**config.mk**
```make
export PLATFORM = sky130hd
export DESIGN_NAME = ate_cell
export DESIGN_NICKNAME = d
export VERILOG_FILES = /design/src/rtl/core/ate_pkg.sv /design/src/rtl/core/ate_cell.sv
export SDC_FILE = /design/constraint.sdc
export NUM_CORES = 1
export LEC_CHECK = 0
export ABC_AREA = 1
export BUFFER_PORTS_ARGS = -buffer_cell sky130_fd_sc_hd__buf_2
export CAP_MARGIN = 10
export CORE_AREA = 2 2 73 75
export CTS_CLUSTER_SIZE = 30
export DETAILED_ROUTE_END_ITERATION = 8
export DIE_AREA = 0 0 75 77
export PLACE_DENSITY = 0.9
export SETUP_SLACK_MARGIN = 0.02
export SYNTH_ARGS = -nofsm -noshare
export SYNTH_HDL_FRONTEND = slang
export SYNTH_SLANG_ARGS = --single-unit
```
**constraint.sdc**
```tcl
create_clock -name clk -period 2.35 [get_ports clk]
set_clock_uncertainty 0.2 [all_clocks]
set_input_delay 0 -clock clk [delete_from_list [all_inputs] [get_ports clk]]
set_output_delay 0 -clock clk [all_outputs]
set_load 0.1 [all_outputs]
```
**src/rtl/core/ate_pkg.sv**
```systemverilog
// package for the array table engine: operation codes, status codes, widths
`default_nettype none
package ate_pkg;
  localparam int WordW = 32;
  localparam int SumW  = 37;

  typedef enum logic [3:0] {
    K_APPEND = 4'd0, K_INSERT = 4'd1, K_DELETE = 4'd2, K_GET = 4'd3,
    K_SET = 4'd4, K_SEARCH = 4'd5, K_TSEARCH = 4'd6, K_BSEARCH = 4'd7,
    K_MIN = 4'd8, K_MAX = 4'd9, K_SUM = 4'd10
  } kind_t;

  typedef enum logic [1:0] {
    ST_OK = 2'd0, ST_RANGE = 2'd1, ST_FULL = 2'd2, ST_EMPTY = 2'd3
  } status_t;

  // per-cycle command broadcast to every cell
  typedef struct packed {
    logic shift_up;
    logic shift_dn;
    logic wr_en;
  } cell_cmd_t;
endpackage
`default_nettype wire

```
**src/rtl/core/ate_cell.sv**
```systemverilog
// one storage cell of the element chain
`default_nettype none
module ate_cell import ate_pkg::*; (
  input  wire logic                    clk,
  input  wire cell_cmd_t               cmd,
  input  wire logic                    sel,
  input  wire logic                    shift_en,
  input  wire logic signed [WordW-1:0] wr_data,
  input  wire logic signed [WordW-1:0] from_below,
  input  wire logic signed [WordW-1:0] from_above,
  output logic signed [WordW-1:0]      q
);
  logic signed [WordW-1:0] data_r;

  always_ff @(posedge clk) begin
    if (cmd.wr_en && sel) begin
      data_r <= wr_data;
    end else if (cmd.shift_up && shift_en) begin
      data_r <= from_below;
    end else if (cmd.shift_dn && shift_en) begin
      data_r <= from_above;
    end
  end

  assign q = data_r;
endmodule
`default_nettype wire

```
==> reports/metrics.cfg <==
[power_and_ir_drop]
pwr_density_cell_nw_per_um2 = 645
p_leak_uw = 0.00194
vdd_drop_max_mv = 0.306

[grt]
grtUsageTotal = 0.237
grt_pass1_wl_microns = 10500
grt_max_degree = 34
grt_pass1_vias = 2535
antenna_found_initial = 0
gr-total-overflow = 0

[sta]
fin_ws_ns = 0.534
period_share = 0.773
maxSlewHeadroom = 0.459
fmax_mhz = 551
finalHoldViolCount = 0
worst_pin_slew_ns = 0.811
hold_ws_ns = 0.427
finalSetupTns_ns = 0
rsz0062_at_grt = false
final.min_clock_period_ns = 1.82
drv_slew = 0
final-setup-viol-count = 0

[detailed_routing]
wl_microns = 6690
drtIter0Drc = 113
ant_nets = 0
vias = 2573
via_per_inst = 4.76
drt-wirelength-per-cell_microns = 12.4
drc_errors = 0
firstDrtPassIters = 5

[worst_setup_path]
cpPeakStageDelay_ns = 0.56
end_kind = flop
worstSetupPathType = primary input to flop
critPathMaxFanout = 33
cpLargestDelayFamily = buffers and inverters
required_ns = 2.17
arrival_ns = 1.64
cp-start-kind = primary input
path_buf_inv = 4
crit_top_cell = nand2_1
crit_path_start = cmd[0]
cp_slowest_cell = dlygate4sd3_1
path_cells = buf_2 -> nand2_2 -> buf_4 -> inv_2 -> nand2_1 -> nand2_1 -> dlygate4sd3_1

[finish]
fin_nets = 571
multiInputGateArea_sq_um = 743
instances_no_fill = 540
finish.instance_area_sq_um = 3450
fill_cells = 392
final-seq-area_sq_um = 961
area_delta_synth_final_pct = 66.7
final_layout_size_suffix_gt1_frac = 0.330
largest_reg_flops = 32
antenna_cells = 0

[floorplanning]
start_util = 0.416
row_count = 26
die_h_microns = 77
die_w_microns = 75
io_pins = 134
die-area_sq_um = 5780
core_area_sq_um = 4980

[flow_run]
cap_violations = 0

[cts]
htree_levels = 2
clock_sinks = 32
numCtsBuffers = 5
clkTransAtPathRegs_ns = 0.06
cts_resized = 0
cts_root_buf = clkbuf_8
cts_tree = done
cts_buffer_depth = 2

[synthesis]
syn_avg_cell_area_sq_um = 7.45
ys_seq_area_frac = 0.464
syn_inst = 278
synth_seq_cells = 32
synth_area_leaders = edfxtp_1, nand2_1, nand3_1, inv_1, nand2_2
synth_top_area_share = 0.464
ys.warnings.count = 0
syn-num-nets = 380
netlist_area_sq_um = 2070
synth_cell_types = 11
yosysTopAreaCell = edfxtp_1

[placed_design]
placed_area_sq_um = 2730
place_inst = 468
gp_congestion = 0.776
dp_slack_ns = 0.748
port_buffers = 133
dp_hpwl_microns = 3820

[min_path]
hold_class = primary input to flop
hold_start = from_below[16]

[outcome]
status = finished clean

layout make-up:
type                            count  share of cell area
Multi-Input combinational cell    164               0.215
Inverter                           65              0.0707
Timing Repair Buffer              201               0.387
Sequential cell                    32               0.278
Clock inverter                      1             0.00109
Clock buffer                        7              0.0221
Tap cell                           70              0.0254
Yosys cell counts (all sizes together):
| library cell | count |
|---|---|
| nand2 | 99 |
| nand3 | 65 |
| edfxtp | 32 |
| inv | 65 |
| buf | 17 |
cell families (layout without fill, tap and decap cells):
logic type	count (synthesis)	after routing	share of synthesized area
buffers and inverters	82	274	0.179
DFF	32	32	0.464
and+or+nand+nor	164	164	0.356
metal layers:
layer	routed length (microns)	GRT usage	up-vias	part of all wire
li1	-	-	1232	-
met1	2480	0.237	1149	0.37
met2	3410	0.432	160	0.51
met3	545	0.0723	32	0.082
met4	252	0.105	0	0.038
met5	0	0	-	0
worst paths after layout:
| path | slack [ns] | cells after the start | to |
|---|---|---|---|
| max | 0.53 | 7 | q[24]$_DFFE_PP_ |
| min | 0.43 | 6 | q[16]$_DFFE_PP_ |
placed cells by master, fill, tap and decap left out:
cell           instances
clkbuf_8               5
inv_2                  1
nand3_2                1
nand2_2               10
nand2_8                1
nand2_1               88
edfxtp_1              32
dlygate4sd3_1         64
buf_2                133
inv_1                 64
clkbuf_1               2
clkinv_1               1
nand3_1               64
buf_4                  4
tightest hold or removal path: stages:
cell and delay, ns:
buf_2 0.07, inv_1 0.03, nand3_1 0.05, nand3_1 0.06, nand2_1 0.05, dlygate4sd3_1 0.53
repair_timing:
action                                 CTS  global route
hold buffers                            64             0
endpoints found under the hold margin   32             0
buffers inserted                         0             0
where the power goes:
part / internal [uW] / switching (uW)
Sequential: 731 / 19.4
Clock: 206 / 190
Combinational: 271 / 811
stage by stage:
| stage | utilization | power [uW] |
|---|---|---|
| 2_1_floorplan | - | 1540 |
| 3_3_place_gp | 0.549 | 1700 |
| 3_5_place_dp | 0.549 | 1720 |
| 4_1_cts | 0.694 | 2220 |
| 5_1_grt | 0.694 | 2330 |
| 6_report | 0.694 | 2230 |
(Power assumes the default switching activity.)
